[src/design/wsts_pkg.sv]
// Shared types and constants for the weighted sum tree select core.
package wsts_pkg;

  localparam int DEF_MAX_LEAVES = 1024;
  localparam int QUEUE_DEPTH    = 2;
  localparam int ID_W           = 16;
  localparam int WEIGHT_W       = 32;
  localparam int QUERY_W        = 40;

  // request kind, decided by the front
  typedef enum logic {
    KIND_LOAD   = 1'b0,
    KIND_SEARCH = 1'b1
  } kind_t;

  // one queued request
  typedef struct packed {
    kind_t                kind;
    logic [ID_W-1:0]      leaf_id;
    logic [WEIGHT_W-1:0]  leaf_weight;
    logic                 last_leaf;
    logic [QUERY_W-1:0]   query_value;
  } req_t;

  // queue status seen by the front and back
  typedef struct packed {
    logic full;
    logic empty;
  } q_stat_t;

  // back end status
  typedef struct packed {
    logic idle;
    logic pop;
  } bk_stat_t;

  typedef enum logic [2:0] {
    BK_IDLE,
    BK_STEP,
    BK_CMP,
    BK_FETCH,
    BK_DONE
  } bk_state_t;

endpackage

[src/design/wsts_front.sv]
// Front end: takes requests, classifies them and pushes them to the queue.
module wsts_front
  import wsts_pkg::*;
(
  input  logic                clk,
  input  logic                rst_n,
  input  logic                start,
  output logic                busy,
  input  logic                in_func,
  input  logic [ID_W-1:0]     in_leaf_id,
  input  logic [WEIGHT_W-1:0] in_leaf_weight,
  input  logic                in_last_leaf,
  input  logic [QUERY_W-1:0]  in_query_value,
  input  q_stat_t             q_stat,
  output logic                push,
  output req_t                push_req
);

  logic valid_r, valid_nxt;
  req_t req_r;
  logic accept;

  assign busy   = valid_r && q_stat.full;
  assign accept = start && !busy;
  assign push   = valid_r && !q_stat.full;

  always_comb begin
    valid_nxt = accept || (valid_r && q_stat.full);
  end

  always_ff @(posedge clk) begin
    if (!rst_n) begin
      valid_r <= 1'b0;
    end else begin
      valid_r <= valid_nxt;
    end
  end

  // classify and hold the request
  always_ff @(posedge clk) begin
    if (accept) begin
      req_r.kind        <= in_func ? KIND_SEARCH : KIND_LOAD;
      req_r.leaf_id     <= in_leaf_id;
      req_r.leaf_weight <= in_leaf_weight;
      req_r.last_leaf   <= in_last_leaf;
      req_r.query_value <= in_query_value;
    end
  end

  assign push_req = req_r;

endmodule

[config.mk]
export PLATFORM = sky130hd
export DESIGN_NAME = wsts_front
export DESIGN_NICKNAME = d
export VERILOG_FILES = /design/src/design/wsts_pkg.sv /design/src/design/wsts_front.sv
export SDC_FILE = /design/constraint.sdc
export NUM_CORES = 1
export LEC_CHECK = 0
export BUFFER_PORTS_ARGS = -buffer_cell sky130_fd_sc_hd__buf_2
export CAP_MARGIN = 20
export CORE_MARGIN = 2
export CORE_UTILIZATION = 44
export CTS_BUF_LIST = sky130_fd_sc_hd__clkbuf_8 sky130_fd_sc_hd__clkbuf_16
export DETAILED_ROUTE_END_ITERATION = 16
export PLACE_DENSITY = 0.84
export SKIP_CTS_REPAIR_TIMING = 1
export SLEW_MARGIN = 5
export SYNTH_ARGS = -nofsm -noshare
export SYNTH_HDL_FRONTEND = slang
export SYNTH_SLANG_ARGS = --single-unit
[constraint.sdc]
create_clock -name clk -period 15.15 [get_ports clk]
set_input_delay 3.03 -clock clk [delete_from_list [all_inputs] [get_ports clk]]
set_output_delay 3.03 -clock clk [all_outputs]
set_load 0.01 [all_outputs]
# --- Word-level counts from Yosys, hierarchy flattened ---
# Index checks and enable logic that the tools add are counted.
word_totals:
  register_bits: 91
  output_inout_bits: 92
op_classes:
  mux: 1
  n_reduce_logical: 6
ops:
  columns: ["cell", "count"]
  rows:
  - ["$logic_and 1x1->1", 3]
  - ["$logic_not 1->1", 2]
  - ["$logic_or 1x1->1", 1]
  - ["$mux 1", 1]

# --- Depth between registers and ports, before layout ---
depth:
  ltp_word: 4
  depth_mapped: 2
  depth_no_buf: 2

# --- Worst setup path before layout ---
# OpenSTA, ideal clock, no wires.
synth_path:
  path_kind: "input to register"
  from: "input q_stat[1] (netlist bit)"
  to: "register req_r, in the netlist push_req[0] (enable)"
  arrival_time_ps: 7185
  required_ps: 14600
  slack_ps: 7415
  stages: 2
  cell_sequence: "and2_4 > nor2b_1"
synth_via:
  elab_chain_cells: 3
synth_rtl:
  columns: ["element", "line_no", "rtl"]
  rows:
  - ["start: declaration", "wsts_front.sv:14", "input q_stat_t q_stat,"]
  - ["$logic_and 1x1->1", "wsts_front.sv:23", "assign busy = valid_r && q_stat.full;"]
  - ["$logic_not 1->1", "wsts_front.sv:24", "assign accept = start && !busy;"]
  - ["$logic_and 1x1->1", "wsts_front.sv:24", null]
  - ["net accept", "wsts_front.sv:21", "logic accept;"]
  - ["end: declaration", "wsts_front.sv:20", "req_t req_r;"]
# The timed path passes the listed nets, and every way through them passes these cells.
# A chain may end at the register's enable or synchronous reset.

# --- Final worst setup path ---
layout_path:
  from: "input q_stat[1] (netlist bit)"
  to: "output push"
layout_via:
  elab_chain_cells: 2
layout_rtl:
  columns: ["element", "line_no", "rtl"]
  rows:
  - ["$logic_not 1->1", "wsts_front.sv:25", "assign push = valid_r && !q_stat.full;"]
  - ["$logic_and 1x1->1", "wsts_front.sv:25", null]
  - ["end: declaration", "wsts_front.sv:15", "output logic push,"]
# No other way between the ends.

==> run summary <==
filler cell count: 435
pwr/cell area: 123 mW/mm^2
Tmin final: 6.51 ns
1st-pass router iterations: 4
worst reg2reg path endpoint: push_req[32]
CTS Sinks: 91
initial antenna violation count: 0
Synth Warn #: 0
Remaining Overflow, GRT: 0
hold path depth: 2
final WL: 6350 um
Syn Inst Count: 95
Residual DRC: 0
area leader, netlist: edfxtp_1
Crit Path Max Fanout: 2
CP Capture Type: output port
Synth cell types: 6
P&R area growth vs syn: 45.4%
hold path endpoint: valid_r
Ports: 187
Post-DP HPWL: 4670 um
switching part of the total: 0.237
CTS tree: done
antenna diode count: 0
hold slack: 0.644 ns
Post-Syn Area per Cell: 29.0 um^2
HP Class: flop to flop
main area contributors after synthesis: edfxtp_1 98%, dfxtp_1 0.73%, and2_4 0.32%
fin nets: 388
register area: 0.00272 mm^2
CTS Buf Count: 9
largest net degree at the start of global routing: 50
Setup TNS: 0 ns
RSZ-0062 raised after global routing: no
CTS Buffer Depth: 2
drt wl/cell: 17.0 um
final number of setup-violating endpoints: 0
GRT Overall Usage: 0.187
via count: 1705
Die Y: 83.1 um
synthesis-stage register bit count: 91
VDD IR max: 0.0889 mV
Mapped Area: 0.00275 mm^2
Initial Util: 0.459
Port Buffers: 185
DP Area: 0.00379 mm^2
# H-tree levels: 3
Root Buffer: clkbuf_8
Combinational Power Share: 0.084
internal power: 0.376 mW
Max Cap Viol: 0
Post-Syn Nets: 190
core area: 0.00599 mm^2
Rel. slew slack: 0.608
fin area: 0.00400 mm^2
Clock transition at path regs: 0.10 ns
FMAX: 154 MHz
row count: 28
Switch Pwr: 0.117 mW
reg2reg start: valid_r
Clk pwr share: 0.314
Final Cycle Share: 0.430
Static Leak: 1.74 nW
clk_skew: 0.0146 ns
first-pass GRT wire length: 9300 um
final hold violation count: 0
sequential group share of total power: 0.602
post-synthesis sequential area ratio: 0.989
startpoint type of the worst setup path: input port
layout cell share with drive strength beyond 1: 0.688
worst hold start: valid_r
DRT antenna net count: 0
chip width: 83.1 um
die area: 0.00690 mm^2
Final Wtd Congestion: 0.721
Worst Tran Pin Value: 0.588 ns
outcome: complete, no violations
vias in the first global route: 1853
Reg2Reg Setup Slack: 13.22 ns
final slew viol count: 0
WP data arrival: 3.48 ns
worst r2r path cells: 4
top-area cell type share of the netlist area: 0.982
multi-input logic area: 37.5 um^2
Critical Path RT: 12.12 ns
1st-iter DRT viols: 75
Clock Latency Late Sink: 0.36 ns
vias per inst: 4.57
kind of critical path: input port to output port
## synthesized netlist by cell type
cell type,count
and2_4,1
and2b_1,1
dfxtp_1,1
edfxtp_1,90
nor2b_1,1
o21a_1,1
## layout by cell type (no fill, tap or decap)
cell type	instances
o21a_1	1
nor2b_4	1
buf_2	185
dfxtp_1	1
buf_12	1
clkinvlp_4	1
and2_4	1
edfxtp_1	90
clkbuf_8	9
clkinv_4	2
and2b_1	1
inv_8	1
inv_6	2
buf_4	1
clkinv_8	1
## power groups by stage
stage | clock network (mW) | registers (mW) | logic (mW)
after floorplan | 0 | 0.313 | 0.00495
after global placement | 0 | 0.302 | 0.0397
after detailed placement | 0 | 0.303 | 0.0411
after CTS | 0.159 | 0.298 | 0.0415
after global routing | 0.167 | 0.299 | 0.0446
final | 0.155 | 0.297 | 0.0415
## routing by layer
metal  part of all wire  vias up  track usage  wire length (um)
met5                  0        -            0                 0
met4              0.042        0        0.130               266
met3               0.10       23       0.0805               662
met2               0.54      113        0.337              3430
met1               0.31      790        0.165              1990
li1                   -      779            -                 -
## registers in the layout, indices dropped and copies added (netlist names)
register and flops:
push_req 90, valid_r 1
## critical path, cell delays in order
cell and delay, ns:
buf_2 0.11, and2b_1 0.20, buf_2 0.14
## through the flow
stage	setup slack (ns)	utilization	total power, mW	cells
2_1_floorplan	7.42	-	0.318	95
3_3_place_gp	8.69	0.632	0.342	356
3_5_place_dp	8.68	0.632	0.344	356
4_1_cts	8.64	0.665	0.498	372
5_1_grt	8.62	0.668	0.511	373
6_report	8.64	0.668	0.494	373
## kinds of logic (layout without fill, tap and decap cells)
logic type / Yosys count / count (layout) / synth area share
AO/OA/AOI/OAI: 1 / 1 / 0.00273
buffers and inverters: 0 / 203 / 0
flip-flops: 91 / 91 / 0.989
AND/OR/NAND/NOR: 3 / 3 / 0.00818
## worst max-delay path by stage
stage | from | end | cells past startpoint
after floorplan | q_stat[1] | push_req[0] | 2
after global routing | q_stat[1] | push | 3
after global placement | q_stat[1] | push | 3
after detailed placement | q_stat[1] | busy | 3
final | q_stat[1] | push | 3
after CTS | q_stat[1] | push | 3
## area by class of cell
class | count | area share
multi-input combinational | 4 | 0.00938
timing repair buffer | 187 | 0.238
sequential | 91 | 0.680
clock buffer | 9 | 0.0310
clock inverter | 7 | 0.0175
tap | 75 | 0.0235
Power figures use the tool's default switching activity.
