$ cat src/design/wsts_pkg.sv
// Shared types and constants for the weighted sum tree select core.
package wsts_pkg;

  localparam int DEF_MAX_LEAVES = 1024;
  localparam int QUEUE_DEPTH    = 2;
  localparam int ID_W           = 16;
  localparam int WEIGHT_W       = 32;
  localparam int QUERY_W        = 40;

  // request kind, decided by the front
  typedef enum logic {
    KIND_LOAD   = 1'b0,
    KIND_SEARCH = 1'b1
  } kind_t;

  // one queued request
  typedef struct packed {
    kind_t                kind;
    logic [ID_W-1:0]      leaf_id;
    logic [WEIGHT_W-1:0]  leaf_weight;
    logic                 last_leaf;
    logic [QUERY_W-1:0]   query_value;
  } req_t;

  // queue status seen by the front and back
  typedef struct packed {
    logic full;
    logic empty;
  } q_stat_t;

  // back end status
  typedef struct packed {
    logic idle;
    logic pop;
  } bk_stat_t;

  typedef enum logic [2:0] {
    BK_IDLE,
    BK_STEP,
    BK_CMP,
    BK_FETCH,
    BK_DONE
  } bk_state_t;

endpackage

$ cat src/design/wsts_queue.sv
// Small request queue between front and back.
module wsts_queue
  import wsts_pkg::*;
(
  input  logic    clk,
  input  logic    rst_n,
  input  logic    push,
  input  req_t    push_req,
  input  logic    pop,
  output req_t    pop_req,
  output q_stat_t stat
);

  localparam int PTR_W = (QUEUE_DEPTH > 1) ? $clog2(QUEUE_DEPTH) : 1;
  localparam int CNT_W = $clog2(QUEUE_DEPTH + 1);

  req_t             slot_r [QUEUE_DEPTH];
  logic [PTR_W-1:0] wr_ptr_r, wr_ptr_nxt;
  logic [PTR_W-1:0] rd_ptr_r, rd_ptr_nxt;
  logic [CNT_W-1:0] cnt_r, cnt_nxt;

  // pointer and fill count update
  always_comb begin
    wr_ptr_nxt = wr_ptr_r;
    rd_ptr_nxt = rd_ptr_r;
    cnt_nxt    = cnt_r;
    if (push) begin
      wr_ptr_nxt = (wr_ptr_r == PTR_W'(QUEUE_DEPTH - 1)) ? '0 : wr_ptr_r + 1'b1;
    end
    if (pop) begin
      rd_ptr_nxt = (rd_ptr_r == PTR_W'(QUEUE_DEPTH - 1)) ? '0 : rd_ptr_r + 1'b1;
    end
    if (push && !pop) begin
      cnt_nxt = cnt_r + 1'b1;
    end else if (pop && !push) begin
      cnt_nxt = cnt_r - 1'b1;
    end
  end

  always_ff @(posedge clk) begin
    if (!rst_n) begin
      wr_ptr_r <= '0;
      rd_ptr_r <= '0;
      cnt_r    <= '0;
    end else begin
      wr_ptr_r <= wr_ptr_nxt;
      rd_ptr_r <= rd_ptr_nxt;
      cnt_r    <= cnt_nxt;
    end
  end

  // payload slots
  always_ff @(posedge clk) begin
    if (push) begin
      slot_r[wr_ptr_r] <= push_req;
    end
  end

  assign pop_req    = slot_r[rd_ptr_r];
  assign stat.full  = (cnt_r == CNT_W'(QUEUE_DEPTH));
  assign stat.empty = (cnt_r == '0);

endmodule

$ cat config.mk
export PLATFORM = sky130hd
export DESIGN_NAME = wsts_queue
export DESIGN_NICKNAME = d
export VERILOG_FILES = /design/src/design/wsts_pkg.sv /design/src/design/wsts_queue.sv
export SDC_FILE = /design/constraint.sdc
export NUM_CORES = 1
export LEC_CHECK = 0
export BUFFER_PORTS_ARGS = -buffer_cell sky130_fd_sc_hd__clkbuf_2
export CORE_MARGIN = 2
export CORE_UTILIZATION = 55
export DETAILED_ROUTE_END_ITERATION = 6
export PLACE_DENSITY_LB_ADDON = 0.12
export RECOVER_POWER = 50
export SLEW_MARGIN = 20
export SYNTH_ARGS = -nofsm -noshare
export SYNTH_HDL_FRONTEND = slang
export SYNTH_SLANG_ARGS = --single-unit
$ cat constraint.sdc
create_clock -name clk -period 12.65 [get_ports clk]
set_input_delay 0.6325 -clock clk [delete_from_list [all_inputs] [get_ports clk]]
set_output_delay 0.6325 -clock clk [all_outputs]
set_load 0.01 [all_outputs]
=== After elaboration in Yosys (flattened, before gate mapping) ===
Memory sizes are Yosys's and may differ from the RTL's. A register that Yosys moved wholly into a read port is not among the register bits.
Cells that the tools add are included.

* Memory bits (writable): 180
* Bits in registers: 4
* Output and inout port bits: 92
* Memories kept: 1

{| class="wikitable"
|+ Memories
! memory !! words !! bits a word !! rd ports !! clocked after memory_dff !! wr ports !! line !! text
|-
| slot_r || 2 || 90 || 1 || 1 || 1 || wsts_queue.sv:17 || <nowiki>req_t slot_r [QUEUE_DEPTH];</nowiki>
|}

* $add $sub $neg: 4
* Reductions and logical operators: 6
* Muxes and demuxes: 8
* Eq/ne operators: 1

{| class="wikitable"
|+ Operators by type and width
! cell !! number
|-
| $mux 1 || 6
|-
| $mux 2 || 2
|-
| $add 1x1->1 const B || 2
|-
| $add 2x1->2 const B || 1
|-
| $eq 2x2->1 const B || 1
|-
| $logic_and 1x1->1 || 2
|-
| $logic_not 1->1 || 2
|-
| $logic_not 2->1 || 1
|-
| $reduce_bool 2->1 || 1
|-
| $sub 2x1->2 const B || 1
|}

=== Depth between registers and ports, before layout ===
Gate-level depths: netlist of the first run.

* Word-level depth: 4
* Depth in mapped cells: 5
* Mapped depth without buffers: 5

=== Worst setup path before layout of the first run ===
Ideal clock, no wire load.

* Kind: in2reg
* Start point: in push
* End point: mem slot_r[0][0] (netlist name), enable pin
* Library setup time: 0.551 ns
* Slack: 7.511 ns
* Data arrival time: 4.588 ns
* Stages: 1
* Buffers on the path: 0
* Cell sequence: nor2b_1

* Longest elaborated chain between the ends: 2

{| class="wikitable"
|+ Ends and longest elaborated chain
! element !! line !! text
|-
| from (decl) || wsts_queue.sv:7 || <nowiki>input logic push,</nowiki>
|-
| $mux 1 || wsts_queue.sv:54 || <nowiki>if (push) begin</nowiki>
|-
| $mux 1 (not written as such) || wsts_queue.sv:55 || <nowiki>slot_r[wr_ptr_r] <= push_req;</nowiki>
|-
| to (decl) || wsts_queue.sv:17 ||
|}

Every way passes these cells.

==> metrics.txt, run 1 <==
RSZ-0062 raised after global routing=false; FMAX=335.4 MHz; leak pwr=2.989 nW; Final Hold Viols=0; area delta synth->final=22.72%; clock buffer depth=2; Post-Syn Nets=397; HP Class=input pin to flip-flop; worst vdd ir=0.1027 mV; Cell Pwr Density=165.7 nW/um^2; Startpoint Class=flip-flop; CTS Sinks=185; max cap viols=2; final worst-path cycle share=0.2357; H-tree levels=4; Reg-to-Reg Start=wr_ptr_r; Slew @ Worst Pin=2.621 ns; starting density of the core=0.5617; DR DRC count=0; CP Data Arrival Time=2.35 ns; Root Buffer=clkbuf_16; clock latency reported for the late side of the worst-skew pair=0.41 ns; Setup Total Neg Slack=0 ns; HPWL after detailed placement=7.556 mm; worst path required time=12.02 ns; GR Util All Layers=0.1754; crit end category=output pin; Die Wd=114.8 um; failing checks=max-capacitance violations, max-slew violations; r2r setup slk=9.83 ns; Final GP Congestion=0.7200; Post-Syn Instances=302; Post-CTS Setup Bufs=0; vias in the first global route=3,337; 1st-iter DRT viols=183; worst rel slew slack=-0.7471; Chip Height=114.8 um; Max Slew Vio Count=93; Worst Reg-to-Reg Cells=2; CTS tree=yes; WS Path Type=flip-flop to output pin; core area=12,010 sq um; wire length per cell=17.28 um; die area=13,170 sq um; register area share after synthesis=0.8160; CTS buffer count=17; Hold Crit Endpoint=slot_r[0][58]; Ports=186; cell area after synthesis=6746 sq um; gr ovfl total=0; initial antenna violation count=0; first-pass GRT wire length=16.65 mm; final setup vio count=0; layout cells sized above 1=0.4581; pin count of the biggest net entering global routing=71; Power Total=1.372 mW; status=finished with violations; syn avg cell area=22.34 sq um; row count=40; antenna cells=0; post-cts resize count=0; DR vias=3,365; First-pass DRT Iterations=4; via-per-instance ratio=5.098; fill count=853; Final Critical Period=2.982 ns; final setup margin=9.668 ns; highest fanout seen on the critical path=50; Synth Warn #=0; clock-pin transition on the worst setup and hold timing paths=0.06 ns; Synth Register Bits=185; hold_sp=push_req[58]; count of unique library cells instantiated by Yosys=17; routed wire length=11.40 mm; port bufs=185; Nets=595; post-route ant nets=0; Hold Path Stages=1; post-placement setup slack=10.07 ns; RR Endpoint=slot_r[0][42]; cts hold-fix bufs=0; clock skew=0.004167 ns
[layout by cell type (no fill, tap or decap), drive strengths merged]
cell type  Yosys  layout
a21boi         1       1
and2           4       4
and2b          1       1
buf           10       3
bufinv         0       4
clkbuf         0     206
clkinv         0       8
dfxtp          5       5
edfxtp       180     180
ha             1       1
inv            1       1
mux2          90      90
nor2           1       1
nor2b          2       2
o21a           1       1
o21ai          1       1
or3            1       1
xnor2          1       1
xor2           2       2
[area by class of cell]
class	count	area, sq um	area share
clock buffer	20	436.7	0.05274
clock inverter	12	155.1	0.01874
inverter	1	3.754	0.0004534
multi-input combinational	106	1129	0.1363
sequential	185	5509	0.6654
tap	147	183.9	0.02222
timing repair buffer	189	862.1	0.1041
[metrics by stage]
stage	area [sq um]	hold slack (ns)	cells	utilization
after floorplan	6746	0.4662	302	-
after global placement	7791	0.4886	628	0.6486
after detailed placement	7791	0.5272	628	0.6486
after CTS	8383	0.3849	660	0.6979
after global routing	8279	0.3910	660	0.6893
final	8279	0.4041	660	0.6893
[how the worst max path moves through the flow]
stage               from            end  slack, ns
2_1_floorplan       push   slot_r[0][0]       7.51
3_3_place_gp   flip-flop    pop_req[25]      10.06
3_5_place_dp   flip-flop    pop_req[48]      10.07
4_1_cts        flip-flop    pop_req[48]       9.61
5_1_grt             push  slot_r[0][42]       9.43
6_report       flip-flop    pop_req[25]       9.67
[state kept, by name, indices dropped and copies added (netlist names), named ones only]
name      flops
cnt_r         2
rd_ptr_r      1
slot_r      180
wr_ptr_r      1
[power by group]
group	switching [mW]	internal, mW
sequential	0.0125	0.710
clock	0.198	0.326
combinational	0.0653	0.0597
total	0.276	1.10
[routing by layer]
layer | routed length (um) | share of wire | global-route usage | vias to the layer above
met4 | 217 | 0.019 | 0.08193 | 0
met1 | 4423 | 0.39 | 0.2095 | 1626
li1 | - | - | - | 1592
met2 | 5814 | 0.51 | 0.2868 | 129
met5 | 0 | 0 | 0 | -
met3 | 946 | 0.083 | 0.06431 | 18
[cell families (layout without fill, tap and decap cells)]
logic type | count (synthesis) | in the layout | synth area share
flip-flops | 185 | 185 | 0.8160
multiplexers | 90 | 90 | 0.1502
buffers and inverters | 11 | 222 | 0.01669
AND/OR/NAND/NOR | 9 | 9 | 0.008345
AO/OA/AOI/OAI | 3 | 3 | 0.002967
XOR/XNOR | 3 | 3 | 0.003895
adder cells (fa/ha/maj) | 1 | 1 | 0.001854
[critical path, cell delays in order (launching register included)]
cell,delay [ns]
dfxtp_4,0.69
buf_4,0.62
mux2_2,0.43
clkbuf_2,0.14
[synth_stat cells]
cell        n  area (sq um)
and2b_2     1         8.760
nor2b_1     2         12.51
ha_1        1         12.51
and2_1      4         25.02
edfxtp_1  180          5405
inv_1       1         3.750
xor2_1      2         17.52
buf_4       1         7.510
nor2_1      1         3.750
xnor2_1     1         8.760
a21boi_1    1         7.510
mux2_2     90          1013
or3_1       1         6.260
o21ai_0     1         5.000
o21a_1      1         7.510
dfxtp_1     5         100.1
buf_6       9         101.4
(Power assumes the default switching activity.)
==> run 2, diff against run 1 <==
--- a/config.mk
+++ b/config.mk
@@ -7,7 +7,7 @@
 export LEC_CHECK = 0
 export BUFFER_PORTS_ARGS = -buffer_cell sky130_fd_sc_hd__clkbuf_2
 export CORE_MARGIN = 2
-export CORE_UTILIZATION = 55
+export CORE_UTILIZATION = 47
 export DETAILED_ROUTE_END_ITERATION = 6
 export PLACE_DENSITY_LB_ADDON = 0.12
 export RECOVER_POWER = 50
==> constraint.sdc (replaced) <==
create_clock -name clk -period 2.7 [get_ports clk]
set_input_delay 0.135 -clock clk [delete_from_list [all_inputs] [get_ports clk]]
set_output_delay 0.135 -clock clk [all_outputs]
set_load 0.01 [all_outputs]
==> run 2 against run 1 <==
The run now ends clean. Die area is 16% higher. Critical path depth stayed put. Total power grew to 4.7 times the previous value. Register-to-register slack worse by 9.1 ns. Design area is 12% higher. Global-route usage is 0.65 points lower. Setup slack worse by 9.0 ns. Clock skew hardly changed. Via count is 12% higher. Combinational power grew to 5.8 times the previous value.
==> metrics.txt, run 2 (synthesis gave the netlist of run 1 again) <==
clock skew=0.004356 ns (was 0.004167 ns); gr ovfl total=0 (unchanged); Crit-path slowest cell=buf_4 (was dfxtp_4); initial antenna violation count=0 (unchanged); Final Hold Viols=0 (unchanged); Layout Cells excl Fill=786 (was 660); routed wire length=12.61 mm (was 11.40 mm); antenna cells=0 (unchanged); largest registers=slot_r (180), cnt_r (2) (unchanged); WP depth=3 (unchanged); Bufs and invs on worst path=2 (unchanged); number of flip-flops in the largest register=180 (unchanged); post-route ant nets=0 (unchanged); Reg-to-Reg Start=wr_ptr_r (unchanged); H-tree levels=4 (unchanged); HP Class=input pin to flip-flop (unchanged); Setup Total Neg Slack=0 ns (unchanged); Nets=688 (was 595); Root Buffer=clkbuf_16 (unchanged); final setup vio count=0 (unchanged); FMAX=487.0 MHz; wire length per cell=16.04 um (was 17.28 um); layout cells sized above 1=0.4175 (was 0.4581); Post-CTS Setup Bufs=0 (unchanged); Clk pwr share=0.365 (was 0.382); Gate power share=0.113 (was 0.091); critical path's top delay family=buffers and inverters (unchanged); Cell Pwr Density=695.7 nW/um^2 (was 165.7 nW/um^2); row count=43 (was 40); largest register by flop count=slot_r (unchanged); GR Util All Layers=0.1689 (was 0.1754); CTS tree=yes (unchanged); area delta synth->final=36.93% (was 22.72%); vias in the first global route=3,880 (was 3,337); Worst Setup EP=pop_req[23] (was pop_req[25]); via-per-instance ratio=4.790 (was 5.098); Chip Height=123.8 um (was 114.8 um); post-cts resize count=0 (unchanged); cts hold-fix bufs=91 (was 0); WS Path Type=flip-flop to output pin (unchanged); placed cells=663 (was 628); Ports=186 (unchanged); worst rel slew slack=0.01635 (was -0.7471); highest fanout seen on the critical path=53 (was 50); RSZ-0062 raised after global routing=false (unchanged); port bufs=185 (unchanged); CP Data Arrival Time=1.92 ns (was 2.35 ns); Die Wd=123.8 um (was 114.8 um); Sequential Power Share=0.522 (was 0.527); clock latency reported for the late side of the worst-skew pair=0.42 ns (was 0.41 ns); status=finished clean (was finished with violations); First-pass DRT Iterations=4 (unchanged); Final Critical Period=2.053 ns; RR Endpoint=slot_r[0][74] (was slot_r[0][42]); Max stage delay on crit path=0.57 ns (was 0.69 ns); crit end category=output pin (unchanged); CTS buffer count=17 (unchanged); die area=15,330 sq um (was 13,170 sq um); HPWL after detailed placement=7.708 mm (was 7.556 mm); first-pass GRT wire length=18.85 mm (was 16.65 mm); fill count=1,018 (was 853); clock-pin transition on the worst setup and hold timing paths=0.06 ns (about the same); Startpoint Class=flip-flop (unchanged); core area=13,930 sq um (was 12,010 sq um); Reg area=5509 sq um (unchanged); area of the multi-input gates=1136 sq um (was 1129 sq um); Final GP Congestion=0.6892 (was 0.7200); Worst Reg-to-Reg Cells=2 (unchanged); pin count of the biggest net entering global routing=55 (was 71); critical-path cell list=buf_4 -> mux2_2 -> clkbuf_2 (unchanged); most frequent cells in the layout=edfxtp_1 (180), clkbuf_2 (129), dlygate4sd3_1 (91) (was edfxtp_1 (180), clkbuf_2 (116), mux2_2 (90)); DR DRC count=0 (unchanged); leak pwr=3.380 nW (was 2.989 nW); CTS Sinks=185 (unchanged); Slew @ Worst Pin=1.475 ns (was 2.621 ns); max cap viols=0 (was 2); starting density of the core=0.4842 (was 0.5617); most common cell after layout, fill and taps aside=edfxtp_1 (unchanged); Max Slew Vio Count=0 (was 93); switching pwr=1.385 mW (was 0.2758 mW); r2r setup slk=0.74 ns (was 9.83 ns); 1st-iter DRT viols=250 (was 183); worst vdd ir=0.4068 mV (was 0.1027 mV); DR vias=3,765 (was 3,365); final worst-path cycle share=0.7605; internal power=5.041 mW (was 1.096 mW); sw frac=0.2155 (was 0.2011); clock buffer depth=2 (unchanged); worst path required time=2.57 ns (was 12.02 ns)
-- run 2: cell types whose count changed in the layout (fill, tap and decap cells not counted), sizes merged --
cell,before,now
dlygate4sd3,0,91
clkinvlp,0,7
clkinv,8,4
bufinv,4,2
clkbuf,206,207
-- run 2: area by class of cell --
cell class,instances,share of cell area
clock buffers,19,0.04686
multi-input cells,106,0.1230
well taps,180,0.02438
repair buffers,282,0.1949
inverters,1,0.0004063
clock inverters,13,0.01409
flip-flops and latches,185,0.5964
-- run 2: worst reg2reg max path, cell delays in order, from the launching register on --
cell	delay, ns
dfxtp_1	0.34
nor2b_4	0.12
clkbuf_2	1.08
-- run 2: power groups by stage --
stage / logic (mW) / registers [mW] / clock network (mW)
finish: 0.729 / 3.36 / 2.34
detailed placement: 0.651 / 3.41 / 0
floorplan: 0.386 / 3.41 / 0
CTS: 0.760 / 3.35 / 2.40
global route: 0.793 / 3.37 / 2.51
global placement: 0.641 / 3.41 / 0
-- run 2: layer usage --
| layer | wire length [um] | global-route usage | part of all wire | vias up |
|---|---|---|---|---|
| li1 | - | - | - | 1779 |
| met1 | 5080 | 0.1976 | 0.40 | 1854 |
| met2 | 6617 | 0.2864 | 0.52 | 116 |
| met3 | 678 | 0.05403 | 0.054 | 16 |
| met4 | 229 | 0.07315 | 0.018 | 0 |
| met5 | 0 | 0 | 0 | - |
-- run 2: how the worst min path moves through the flow --
stage | startpoint | endpoint | cells past startpoint
after global routing | push | wr_ptr_r | 3
after floorplan | push_req[0] | slot_r[0][0] | 0
after CTS | pop | flip-flop | 3
after global placement | push_req[81] | slot_r[0][81] | 1
final | pop | rd_ptr_r | 3
after detailed placement | push_req[8] | slot_r[1][8] | 1
-- run 2: metrics by stage --
step / hold slack [ns] / util / setup WS [ns] / power [mW] / area, sq um
2_1_floorplan: 0.2339 / - / 0.6043 / 3.792 / 6755
3_3_place_gp: 0.3245 / 0.5632 / 1.070 / 4.049 / 7848
3_5_place_dp: 0.3275 / 0.5632 / 1.056 / 4.066 / 7848
4_1_cts: 0.06888 / 0.6689 / 0.6035 / 6.510 / 9321
5_1_grt: 0.09830 / 0.6629 / 0.5466 / 6.675 / 9238
6_report: 0.08192 / 0.6629 / 0.6466 / 6.426 / 9238
